**config.mk**
```make
export PLATFORM = sky130hd
export DESIGN_NAME = vlan_bitmap_range_encoder_top
export DESIGN_NICKNAME = d
export VERILOG_FILES = /design/src/hdl/vbre_pkg.sv /design/src/hdl/vbre_front.sv /design/src/hdl/vbre_cmd_fifo.sv /design/src/hdl/vbre_back.sv /design/src/hdl/vlan_bitmap_range_encoder_top.sv
export SDC_FILE = /design/constraint.sdc
export NUM_CORES = 1
export LEC_CHECK = 0
export BUFFER_PORTS_ARGS = -buffer_cell sky130_fd_sc_hd__buf_2
export CORE_ASPECT_RATIO = 0.9
export CORE_MARGIN = 2
export CORE_UTILIZATION = 55
export CTS_CLUSTER_DIAMETER = 50
export DETAILED_ROUTE_END_ITERATION = 7
export PLACE_DENSITY_LB_ADDON = 0.25
export SYNTH_ARGS = -nofsm -noshare
export SYNTH_HDL_FRONTEND = slang
export SYNTH_HIERARCHICAL = 1
export SYNTH_SLANG_ARGS = --single-unit
```
**constraint.sdc**
```tcl
create_clock -name clk_i -period 9.4 [get_ports clk_i]
set_input_delay 2.82 -clock clk_i [delete_from_list [all_inputs] [get_ports clk_i]]
set_output_delay 2.82 -clock clk_i [all_outputs]
set_load 0.01 [all_outputs]
```
**src/hdl/vbre_pkg.sv**
```systemverilog
// Shared types and constants for the VLAN bitmap range encoder.
// Used by every module of the block and by its checker; depends on nothing.
package vbre_pkg;

  localparam int unsigned VidW        = 12;
  localparam int unsigned VidCountDef = 4096;
  localparam int unsigned CfgIdxW     = 2;
  localparam int unsigned CfgDataW    = 12;
  localparam int unsigned CmdSlots    = 3;
  localparam int unsigned CmdDepth    = 4;

  typedef enum logic [CfgIdxW-1:0] {
    CfgMode         = 2'd0,
    CfgPvidEnable   = 2'd1,
    CfgPvidValue    = 2'd2,
    CfgPvidUntagged = 2'd3
  } cfg_idx_e;

  localparam logic ModeSet    = 1'b0;
  localparam logic ModeDelete = 1'b1;

  typedef struct packed {
    logic [VidW-1:0] vlan_id;
    logic            want_member;
    logic            want_untagged;
    logic            now_member;
    logic            scan_end;
  } item_t;

  typedef struct packed {
    logic [VidW-1:0] entry_vid;
    logic            entry_untagged;
    logic            entry_pvid;
    logic            range_first;
    logic            range_final;
    logic            last_of_run;
  } result_t;

  // All entries caused by one item; cnt is 1 to CmdSlots.
  typedef struct packed {
    logic [1:0]                 cnt;
    result_t [CmdSlots-1:0]     ent;
  } cmd_t;

endpackage

```
**src/hdl/vbre_front.sv**
```systemverilog
// Front end: configuration registers, run tracking and entry generation.
// Each accepted item becomes one command of up to three entries. Uses vbre_pkg.
module vbre_front #(
  parameter int unsigned VID_COUNT = vbre_pkg::VidCountDef
) (
  input  logic                          clk_i,
  input  logic                          rst_ni,
  input  logic                          cfg_we_i,
  input  logic [vbre_pkg::CfgIdxW-1:0]  cfg_idx_i,
  input  logic [vbre_pkg::CfgDataW-1:0] cfg_data_i,
  input  logic                          accept_i,
  input  vbre_pkg::item_t               item_i,
  output logic                          cmd_push_o,
  output vbre_pkg::cmd_t                cmd_o
);
  import vbre_pkg::*;

  localparam logic [VidW-1:0] LastVid = VidW'(VID_COUNT - 1);
  localparam int unsigned     NumCand = 5;

  logic            mode_q, pvid_en_q, pvid_untag_q;
  logic [VidW-1:0] pvid_val_q;
  logic            run_open_q, run_open_d;
  logic [VidW-1:0] run_start_q, run_start_d;
  logic            run_tag_q, run_tag_d;

  logic [VidW-1:0] k, prev;
  logic            is_pvid, close_a, pvid_hit, open1, tag1, flush_b, last_id;
  logic [VidW-1:0] start1;
  result_t         cand [NumCand];
  logic [NumCand-1:0] cand_vld;
  logic [1:0]      n;
  cmd_t            cmd;

  always_comb begin
    k        = item_i.vlan_id;
    prev     = k - VidW'(1);
    is_pvid  = pvid_en_q && (k == pvid_val_q);
    close_a  = 1'b0;
    pvid_hit = 1'b0;
    open1    = run_open_q;
    start1   = run_start_q;
    tag1     = run_tag_q;

    if (mode_q == ModeSet) begin
      if (is_pvid) begin
        close_a  = run_open_q;
        open1    = 1'b0;
        pvid_hit = 1'b1;
      end else if (!item_i.want_member) begin
        close_a = run_open_q;
        open1   = 1'b0;
      end else if (run_open_q) begin
        // A change of untagged flag ends the run and starts a fresh one here.
        if (run_tag_q != item_i.want_untagged) begin
          close_a = 1'b1;
          start1  = k;
          tag1    = item_i.want_untagged;
        end
      end else begin
        open1  = 1'b1;
        start1 = k;
        tag1   = item_i.want_untagged;
      end
    end else begin
      if (is_pvid || !item_i.now_member || item_i.want_member) begin
        close_a = run_open_q;
        open1   = 1'b0;
      end else if (!run_open_q) begin
        open1  = 1'b1;
        start1 = k;
        tag1   = 1'b0;
      end
    end

    last_id = item_i.scan_end || (k == LastVid);
    flush_b = last_id && open1;

    // Candidate entries in output order; unused ones are squeezed out below.
    cand[0] = '{entry_vid: run_start_q, entry_untagged: run_tag_q, entry_pvid: 1'b0,
                range_first: (prev != run_start_q), range_final: 1'b0, last_of_run: 1'b0};
    cand[1] = '{entry_vid: prev, entry_untagged: run_tag_q, entry_pvid: 1'b0,
                range_first: 1'b0, range_final: 1'b1, last_of_run: 1'b0};
    cand[2] = '{entry_vid: k, entry_untagged: pvid_untag_q, entry_pvid: 1'b1,
                range_first: 1'b0, range_final: 1'b0, last_of_run: 1'b0};
    cand[3] = '{entry_vid: start1, entry_untagged: tag1, entry_pvid: 1'b0,
                range_first: (k != start1), range_final: 1'b0, last_of_run: 1'b0};
    cand[4] = '{entry_vid: k, entry_untagged: tag1, entry_pvid: 1'b0,
                range_first: 1'b0, range_final: 1'b1, last_of_run: 1'b0};
    cand_vld = {flush_b && (k != start1), flush_b, pvid_hit,
                close_a && (prev != run_start_q), close_a};

    cmd = '0;
    n   = 2'd0;
    for (int i = 0; i < NumCand; i++) begin
      if (cand_vld[i] && (n != 2'd3)) begin
        cmd.ent[n] = cand[i];
        n          = n + 2'd1;
      end
    end
    cmd.cnt = n;
    for (int j = 0; j < CmdSlots; j++) begin
      cmd.ent[j].last_of_run = (2'(j) == n - 2'd1);
    end

    run_open_d  = open1 && !last_id;
    run_start_d = start1;
    run_tag_d   = tag1;
  end

  assign cmd_push_o = accept_i && (n != 2'd0);
  assign cmd_o      = cmd;

  always_ff @(posedge clk_i or negedge rst_ni) begin
    if (!rst_ni) begin
      mode_q       <= ModeSet;
      pvid_en_q    <= 1'b0;
      pvid_val_q   <= '0;
      pvid_untag_q <= 1'b0;
      run_open_q   <= 1'b0;
      run_start_q  <= '0;
      run_tag_q    <= 1'b0;
    end else begin
      if (cfg_we_i) begin
        case (cfg_idx_e'(cfg_idx_i))
          CfgMode:         mode_q       <= cfg_data_i[0];
          CfgPvidEnable:   pvid_en_q    <= cfg_data_i[0];
          CfgPvidValue:    pvid_val_q   <= cfg_data_i[VidW-1:0];
          CfgPvidUntagged: pvid_untag_q <= cfg_data_i[0];
          default: ;
        endcase
      end
      if (accept_i) begin
        run_open_q  <= run_open_d;
        run_start_q <= run_start_d;
        run_tag_q   <= run_tag_d;
      end
    end
  end

endmodule

```
**src/hdl/vbre_cmd_fifo.sv**
```systemverilog
// Short command queue between the front end and the entry serialiser.
// Holds whole commands; uses cmd_t from vbre_pkg.
module vbre_cmd_fifo (
  input  logic           clk_i,
  input  logic           rst_ni,
  input  logic           push_i,
  input  vbre_pkg::cmd_t data_i,
  input  logic           pop_i,
  output vbre_pkg::cmd_t head_o,
  output logic           full_o,
  output logic           empty_o
);
  import vbre_pkg::*;

  localparam int unsigned PtrW = $clog2(CmdDepth);
  localparam int unsigned CntW = $clog2(CmdDepth + 1);

  cmd_t            mem_q [CmdDepth];
  logic [PtrW-1:0] wr_ptr_q, rd_ptr_q;
  logic [CntW-1:0] cnt_q;
  logic            do_push, do_pop;

  assign full_o  = (cnt_q == CntW'(CmdDepth));
  assign empty_o = (cnt_q == '0);
  assign do_push = push_i && !full_o;
  assign do_pop  = pop_i && !empty_o;
  assign head_o  = mem_q[rd_ptr_q];

  always_ff @(posedge clk_i) begin
    if (do_push) begin
      mem_q[wr_ptr_q] <= data_i;
    end
  end

  always_ff @(posedge clk_i or negedge rst_ni) begin
    if (!rst_ni) begin
      wr_ptr_q <= '0;
      rd_ptr_q <= '0;
      cnt_q    <= '0;
    end else begin
      if (do_push) begin
        wr_ptr_q <= wr_ptr_q + PtrW'(1);
      end
      if (do_pop) begin
        rd_ptr_q <= rd_ptr_q + PtrW'(1);
      end
      if (do_push && !do_pop) begin
        cnt_q <= cnt_q + CntW'(1);
      end else if (do_pop && !do_push) begin
        cnt_q <= cnt_q - CntW'(1);
      end
    end
  end

endmodule

```
**src/hdl/vbre_back.sv**
```systemverilog
// Back end: walks the entries of the oldest command, one transfer per cycle
// while pop_i is high. Uses cmd_t and result_t from vbre_pkg.
module vbre_back (
  input  logic              clk_i,
  input  logic              rst_ni,
  input  vbre_pkg::cmd_t    head_i,
  input  logic              head_empty_i,
  output logic              head_pop_o,
  output logic              empty_o,
  input  logic              pop_i,
  output vbre_pkg::result_t result_o
);
  import vbre_pkg::*;

  logic [1:0] idx_q, idx_d;
  logic       xfer, last_ent;

  assign empty_o    = head_empty_i;
  assign result_o   = head_i.ent[idx_q];
  assign xfer       = pop_i && !head_empty_i;
  assign last_ent   = (idx_q == head_i.cnt - 2'd1);
  assign head_pop_o = xfer && last_ent;

  always_comb begin
    idx_d = idx_q;
    if (xfer) begin
      idx_d = last_ent ? 2'd0 : idx_q + 2'd1;
    end
  end

  always_ff @(posedge clk_i or negedge rst_ni) begin
    if (!rst_ni) begin
      idx_q <= 2'd0;
    end else begin
      idx_q <= idx_d;
    end
  end

endmodule

```
**src/hdl/vlan_bitmap_range_encoder_top.sv**
```systemverilog
// Top level of the VLAN bitmap range encoder.
// Instantiates vbre_front, vbre_cmd_fifo and vbre_back; uses vbre_pkg.
//
// Usage:
//   Input channel: one VLAN ID position per transfer (push_i, full_o), IDs in
//   ascending order, scan_end set on the last one. Output channel: range
//   entries (empty_o, pop_i), oldest first. The configuration port writes
//   mode, PVID enable, PVID value and PVID untagged flag; write it only while
//   no items are in flight.
//   An item is classified in the cycle it is transferred in, and its entries
//   (none, one, two or three) join the queue and appear on result_o in order.
//   Items are taken one per cycle while full_o is low. Each entry leaves in a
//   cycle of its own, so sustained input rate is one item per cycle as long
//   as, on average, no more than one entry per item is produced; bursts of
//   multi-entry items are taken up by a four-command queue, then full_o rises.
//   A stalled receiver only holds the current entry; the front keeps taking
//   items until the queue fills.
//   Reset clears the configuration to set mode with no PVID, closes any open
//   run and empties the queue.
module vlan_bitmap_range_encoder_top #(
  parameter int unsigned VID_COUNT = vbre_pkg::VidCountDef
) (
  input  logic                          clk_i,
  input  logic                          rst_ni,
  input  logic                          cfg_we_i,
  input  logic [vbre_pkg::CfgIdxW-1:0]  cfg_idx_i,
  input  logic [vbre_pkg::CfgDataW-1:0] cfg_data_i,
  input  logic                          push_i,
  output logic                          full_o,
  input  vbre_pkg::item_t               item_i,
  output logic                          empty_o,
  input  logic                          pop_i,
  output vbre_pkg::result_t             result_o
);
  import vbre_pkg::*;

  logic accept, cmd_push, head_pop, head_empty;
  cmd_t cmd, head;

  assign accept = push_i && !full_o;

  vbre_front #(
    .VID_COUNT (VID_COUNT)
  ) u_front (
    .clk_i      (clk_i),
    .rst_ni     (rst_ni),
    .cfg_we_i   (cfg_we_i),
    .cfg_idx_i  (cfg_idx_i),
    .cfg_data_i (cfg_data_i),
    .accept_i   (accept),
    .item_i     (item_i),
    .cmd_push_o (cmd_push),
    .cmd_o      (cmd)
  );

  vbre_cmd_fifo u_fifo (
    .clk_i   (clk_i),
    .rst_ni  (rst_ni),
    .push_i  (cmd_push),
    .data_i  (cmd),
    .pop_i   (head_pop),
    .head_o  (head),
    .full_o  (full_o),
    .empty_o (head_empty)
  );

  vbre_back u_back (
    .clk_i        (clk_i),
    .rst_ni       (rst_ni),
    .head_i       (head),
    .head_empty_i (head_empty),
    .head_pop_o   (head_pop),
    .empty_o      (empty_o),
    .pop_i        (pop_i),
    .result_o     (result_o)
  );

endmodule

```
After elaboration in Yosys (flattened, before gate mapping)
Memory sizes are Yosys's and may differ from the RTL's.
Cells that the tools add are included.
{"block": "totals", "wordCells": 143, "register_bits": 38, "n_memories": 1, "output_inout_bits": 19, "in_bits": 35, "mem_bits_rw": 212}
{"block": "op_classes", "magnitude_cmp": 9, "n_addsub": 12, "reduce_logical": 39, "n_eq_ne": 16, "n_mux": 55}
{"memory": "u_fifo.mem_q", "words": 4, "word_bits": 53, "rd": 1, "rd_ports_with_merged_regs": 0, "write_ports": 1, "line_no": "vbre_cmd_fifo.sv:18", "rtl": "cmd_t mem_q [CmdDepth];"}
{"cell": "bitwise mux 51 bit", "count": 4}
{"cell": "2-to-1 mux 51 bit", "count": 4}
{"cell": "demux 17 bit (select 2 bit)", "count": 4}
{"cell": "2-to-1 mux 17 bit", "count": 6}
{"cell": "2-to-1 mux 12 bit", "count": 7}
{"cell": "binary-select mux 17 bit (select 2 bit)", "count": 1}
{"cell": "!= test 12 bit", "count": 2}
{"cell": "2-to-1 mux 1 bit", "count": 22}
{"cell": "logical AND 1 bit", "count": 21}
{"cell": "adder 2 x 1 -> 2 bit, second input constant", "count": 6}
{"cell": "equality test 12 bit", "count": 1}
{"cell": "equality test 12 bit, second input constant", "count": 1}
{"cell": "< comparator 2 x 3 -> 1 bit, second input constant", "count": 4}
{"cell": "subtractor 12 x 1 -> 12 bit, second input constant", "count": 1}
{"cell": "2-to-1 mux 2 bit", "count": 5}
{"cell": "AND reduction 2 bit", "count": 4}
{"cell": ">= comparator 2 x 1 -> 1 bit, second input constant", "count": 3}
{"cell": "zero test 1 bit", "count": 6}
{"cell": "2-to-1 mux 3 bit", "count": 2}
{"cell": "!= test 2 bit, second input constant", "count": 3}
{"cell": "equality test 2 bit, second input constant", "count": 2}
{"cell": "zero test 2 bit", "count": 2}
{"cell": "nonzero test 2 bit", "count": 2}
{"cell": "subtractor 2 x 1 -> 2 bit, second input constant", "count": 2}
{"cell": "14 further kinds", "count": 16}

Depth between registers and ports, before layout
{"block": "logic_depth", "ltp_word": 26, "depth_mapped": 31, "ltp_nobuf": 27}

By module
Netlist, hierarchy kept.
{"mod": "vbre_cmd_fifo", "seq_area_each_um2": 6541.3, "cells_each": 313, "n_inst": 1, "area_each_um2": 8139.1}
{"mod": "vbre_front", "seq_area_each_um2": 725.7, "cells_each": 415, "n_inst": 1, "area_each_um2": 3354.5}
{"mod": "vbre_back", "seq_area_each_um2": 50.0, "cells_each": 75, "n_inst": 1, "area_each_um2": 511.7}
{"mod": "vlan_bitmap_range_encoder_top", "seq_area_each_um2": 0.0, "cells_each": 1, "n_inst": 1, "area_each_um2": 13.8}

Worst setup path after synthesis
No wires, ideal clock.
{"block": "synth_timing", "path_kind": "input to register", "startpoint": "in item_i[4] (netlist bit)", "endpoint": "mem u_fifo/mem_q[0][0] (netlist bit), enable pin", "t_required_ns": 8.984, "arrival_ns": 8.862, "setup_time_ns": 0.416, "path_buffers": 4, "path_stages": 26, "path_slack_ns": 0.122, "cell_sequence": "buf_2 -> inv_1 -> ha_1 -> or3b_1 -> or3_1 -> a211oi_1 -> nand3_1 -> or3_1 -> xnor2_1 -> ha_1 -> or3_1 -> nor2_1 -> buf_2 -> nor2_1 -> xor2_1 -> inv_1 -> ha_1 -> nor2_1 -> and4_4 -> buf_6 -> or3_1 -> mux2i_2 -> a21oi_1 -> nor2b_1 -> buf_2 -> and2_1"}
{"block": "synth_between", "elab_chain_len": 24, "elab_cells_between_ends": 49, "cone_classes": "5 x add/sub; 8 x eq/ne; 22 x mux; 14 x reduce/logical"}
{"element": "start, declared", "line_no": "vlan_bitmap_range_encoder_top.sv:30", "rtl": "input vbre_pkg::item_t item_i,"}
{"element": "branches (longest 18 deep; another with subtractor 12 x 1 -> 12 bit)"}
{"element": "2-to-1 mux 2 bit *", "line_no": "vbre_front.sv:96", "rtl": "if (cand_vld[i] && (n != 2'd3)) begin"}
{"element": "nonzero test 2 bit *", "line_no": "vbre_front.sv:111", "rtl": "assign cmd_push_o = accept_i && (n != 2'd0);"}
{"element": "logical AND 1 bit *", "line_no": "vbre_front.sv:111"}
{"element": "named net cmd_push", "line_no": "vlan_bitmap_range_encoder_top.sv:37", "rtl": "logic accept, cmd_push, head_pop, head_empty;"}
{"element": "logical AND 1 bit *", "line_no": "vbre_cmd_fifo.sv:25", "rtl": "assign do_push = push_i && !full_o;"}
{"element": "named net u_fifo.do_push", "line_no": "vbre_cmd_fifo.sv:21", "rtl": "logic do_push, do_pop;"}
{"element": "2-to-1 mux 1 bit *", "line_no": "vbre_cmd_fifo.sv:30", "rtl": "if (do_push) begin"}
{"element": "2-to-1 mux 1 bit (implied by the code) *", "line_no": "vbre_cmd_fifo.sv:31", "rtl": "mem_q[wr_ptr_q] <= data_i;"}
{"element": "end, declared", "line_no": "vbre_cmd_fifo.sv:18"}
Mark *: on every way through the listed nets, which the timed path passes.

Final worst setup path
{"block": "layout_timing", "startpoint": "in item_i[4] (netlist bit)", "endpoint": "mem u_fifo/mem_q[3][28] (netlist bit), enable pin"}
{"block": "layout_between", "elab_chain_len": 24, "elab_cells_between_ends": 49, "cone_classes": "5 x add/sub; 8 x eq/ne; 22 x mux; 14 x reduce/logical"}
{"element": "branches (longest 18 deep; another with subtractor 12 x 1 -> 12 bit)"}
{"element": "2-to-1 mux 2 bit *", "line_no": "vbre_front.sv:96"}
{"element": "nonzero test 2 bit *", "line_no": "vbre_front.sv:111"}
{"element": "logical AND 1 bit *", "line_no": "vbre_front.sv:111"}
{"element": "named net cmd_push", "line_no": "vlan_bitmap_range_encoder_top.sv:37"}
{"element": "logical AND 1 bit *", "line_no": "vbre_cmd_fifo.sv:25"}
{"element": "2-to-1 mux 1 bit *", "line_no": "vbre_cmd_fifo.sv:30"}
{"element": "2-to-1 mux 1 bit (implied by the code) *", "line_no": "vbre_cmd_fifo.sv:31"}
Marks and branches as above.

==> impl_metrics.yaml <==
outcome:
  status: "complete, no violations"
cells_and_area:
  drive_above_1_share: 0.237
  layout.nets: 901
  multiInputGateArea_um2: 4270
  area_growth_pct: 11.5
  stdcell_area_um2: 13400
  finish.utilization: 0.621
  diodes: 0
  regArea_um2: 7320
  n_fill_cell: 1655
routing:
  wl_per_cell_um: 23.4
  drc: 0
  ant_nets: 0
  drtIter0Drc: 701
  wl_mm: 27.2
  drt-vias-per-instance: 6.22
  via_count: 7214
  firstDrtPassIters: 5
timing:
  fin_crit_ns: 8.49
  tightest_slew_ns: 1.10
  setup_slack_ns: 0.913
  setup_viol: 0
  hold_viol_final: 0
  slew_viol_final: 0
  min_period_over_period: 0.903
  finalSetupTns_ns: 0
  rsz0062_at_grt: "no"
  skew_ns: 0.00957
  max_freq_mhz: 118
  maxSlewHeadroom: 0.263
setup_path:
  startpoint_type: "primary input"
  crit_required_ns: 9.63
  regToRegSetupSlack_ns: 3.14
  critPathKind: "primary input to flop"
  critical_path.max_fanout: 26
  ff2ff_path_depth: 22
  crit_path_end_kind: "flop"
  critical_path.reg2reg.endpoint: "u_fifo/mem_q[3][28]"
  r2r_start: "u_front/pvid_val_q[8]"
  arrival_ns: 8.72
hold_path:
  hold_path_class: "flop to flop"
  min_from: "u_fifo/cnt_q[2]"
  hold-path-endpoint: "u_fifo/cnt_q[2]"
  holdPathStages: 1
synthesis:
  synth_top_area_cell: "edfxtp_1"
  synth_edf_count: 212
  synth_top_flop_cell: "edfxtp_1"
  yosysWarnings: 6
  ys_top_cells_by_area: "edfxtp_1 53%, mux4_2 9.0%, dfrtp_1 7.9%, mux2_2 2.2%, xnor2_1 1.8%"
  async_reset_ff_frac: 0.152
  avgSynthCellArea_um2: 14.9
  synthCells: 804
  synth_nets: 857
  synth_common_cells: "212 x edfxtp_1, 58 x nand2_1, 48 x mux4_2, 38 x dfrtp_1, 35 x o21ai_0"
  netlist-cell-type-count: 76
  yosysSeqAreaShare: 0.609
  synth_area_um2: 12000
  synth.top_cell.area_share: 0.530
  synth-seq-cells: 250
  synth.most_common_cell: "edfxtp_1"
clocking:
  cts_buffer_depth: 3
  clk_pin_slew_ns: 0.05
  cts_resized: 0
  clock-root-buffer: "clkbuf_16"
  post_cts_buffers: 0
  cts_buffers: 27
  clock_latency_ns: 0.54
  cts_tree: "built"
  ctsHoldBuffers: 0
  cts.sinks: 250
  htreeDepth: 1
placement:
  dpl-instance-area_um2: 12500
  gp_congestion: 0.966
  portBuffers: 53
  dp_hpwl_mm: 17.9
  pre_cts_ws_ns: 0.380
global_routing:
  grt_use_total: 0.241
  grt_pass1_vias: 7318
  grt_overflow: 0
  grt_max_degree: 55
  grt_pass1_wl_mm: 42.6
  antenna_found_initial: 0
floorplan:
  chipHeight_um: 144
  die_w_um: 160
  core_area_um2: 21600
  row_count: 51
  start_util: 0.557
  die_area_um2: 23100
  ios: 54
pwr:
  powerDensity_nw_per_um2: 280
  p_leak_nw: 4.70
  max-vdd-ir-drop_mv: 0.157
  power_mw: 3.75
job:
  maxCapViolations: 0
==> cells in the final DEF, fill, tap and decap left out, types with 6 or more instances in the layout <==
master	count
edfxtp_1	212
nand2_1	58
buf_2	53
mux4_2	48
dfrtp_1	36
o21ai_0	35
clkbuf_16	27
xnor2_1	25
mux2_2	24
nor2_1	24
a22o_1	24
mux2i_1	21
a21oi_1	20
inv_1	17
ha_1	17
xor2_1	15
nand3_1	14
buf_4	14
or3_1	10
nand4_1	10
nor3_1	8
nor3b_1	8
clkbuf_1	7
and2_1	7
nand2b_1	6
nor2b_1	6
a31oi_1	6
a21o_1	6
a221o_1	6
==> metrics by stage <==
stage | instances | hold WS, ns
after floorplan | 804 | 0.445
after global placement | 1110 | 0.466
after detailed placement | 1110 | 0.469
after CTS | 1159 | 0.480
after global routing | 1159 | 0.493
final | 1159 | 0.480
==> registers in the layout, summed over array words and instances (netlist names) <==
register and cells:
u_fifo/mem_q 212, u_front/pvid_val_q 12, u_front/run_start_q 12, u_fifo/cnt_q 3, u_back/idx_q 2, u_fifo/rd_ptr_q 2, u_fifo/wr_ptr_q 2, u_front/mode_q 1
u_front/pvid_en_q 1, u_front/pvid_untag_q 1, u_front/run_open_q 1, u_front/run_tag_q 1
==> layer usage <==
metal  part of all wire  GRT usage  wire length (µm)  up-vias
met1               0.43      0.350             11600     3658
met3              0.069     0.0304              1880       40
met4              0.015     0.0531               405        0
li1                   -          -                 -     3216
met2               0.49      0.398             13200      300
met5                  0          0                 0        -
==> critical path, stage by stage <==
cell      delay, ns
buf_2          0.11
inv_1          0.10
ha_1           0.29
or3b_1         0.42
or3_1          0.38
a211oi_1       0.33
nand3_1        0.17
or3_1          0.43
xnor2_1        0.18
ha_1           0.21
or3_1          0.41
nor2_1         0.18
nor2_1         0.10
xor2_1         0.26
inv_1          0.10
ha_1           0.21
nor2_1         0.12
and4_4         0.30
or3_1          0.14
mux2i_2        0.08
a21oi_1        0.29
nor2b_1        0.22
buf_4          0.17
and2_2         0.41
buf_12         0.25
==> final cells by class <==
cell class                      count  area share
Sequential cell                   250       0.546
Multi-Input combinational cell    480       0.319
Clock buffer                       38      0.0565
Timing Repair Buffer               72      0.0351
Tap cell                          291      0.0272
Clock inverter                     11      0.0115
Inverter                           17     0.00476
==> how the worst max path moves through the flow <==
| stage | startpoint | endpoint | slack (ns) |
|---|---|---|---|
| final | item_i[4] | u_fifo/mem_q[3][28] | 0.91 |
| after global routing | item_i[5] | u_fifo/mem_q[3][28] | 0.50 |
| after CTS | item_i[4] | u_fifo/mem_q[3][35] | 0.93 |
| after detailed placement | item_i[4] | u_fifo/mem_q[3][35] | 0.38 |
| after global placement | item_i[4] | u_fifo/cnt_q[2] | 0.58 |
| after floorplan | item_i[4] | u_fifo/mem_q[0][0] | 0.12 |
==> cells by family (layout without fill, tap and decap cells) <==
kind of cell | Yosys count | count (layout) | synth area share
and+or+nand+nor | 188 | 188 | 0.0865
AOI/OAI and AO/OA | 133 | 133 | 0.0760
xor gates and xnor gates | 40 | 40 | 0.0291
DFF | 250 | 250 | 0.609
other | 1 | 1 | 0.000312
buffers and inverters | 74 | 138 | 0.0366
muxes | 100 | 100 | 0.143
adders and majority gates | 18 | 18 | 0.0194
==> where the power goes <==
group / total (mW) / switching (mW) / internal (mW)
Clock: 1.06 / 0.411 / 0.645
Sequential: 1.53 / 0.126 / 1.40
Combinational: 1.16 / 0.642 / 0.522
Total: 3.75 / 1.18 / 2.57
Power figures use the tool's default switching activity.
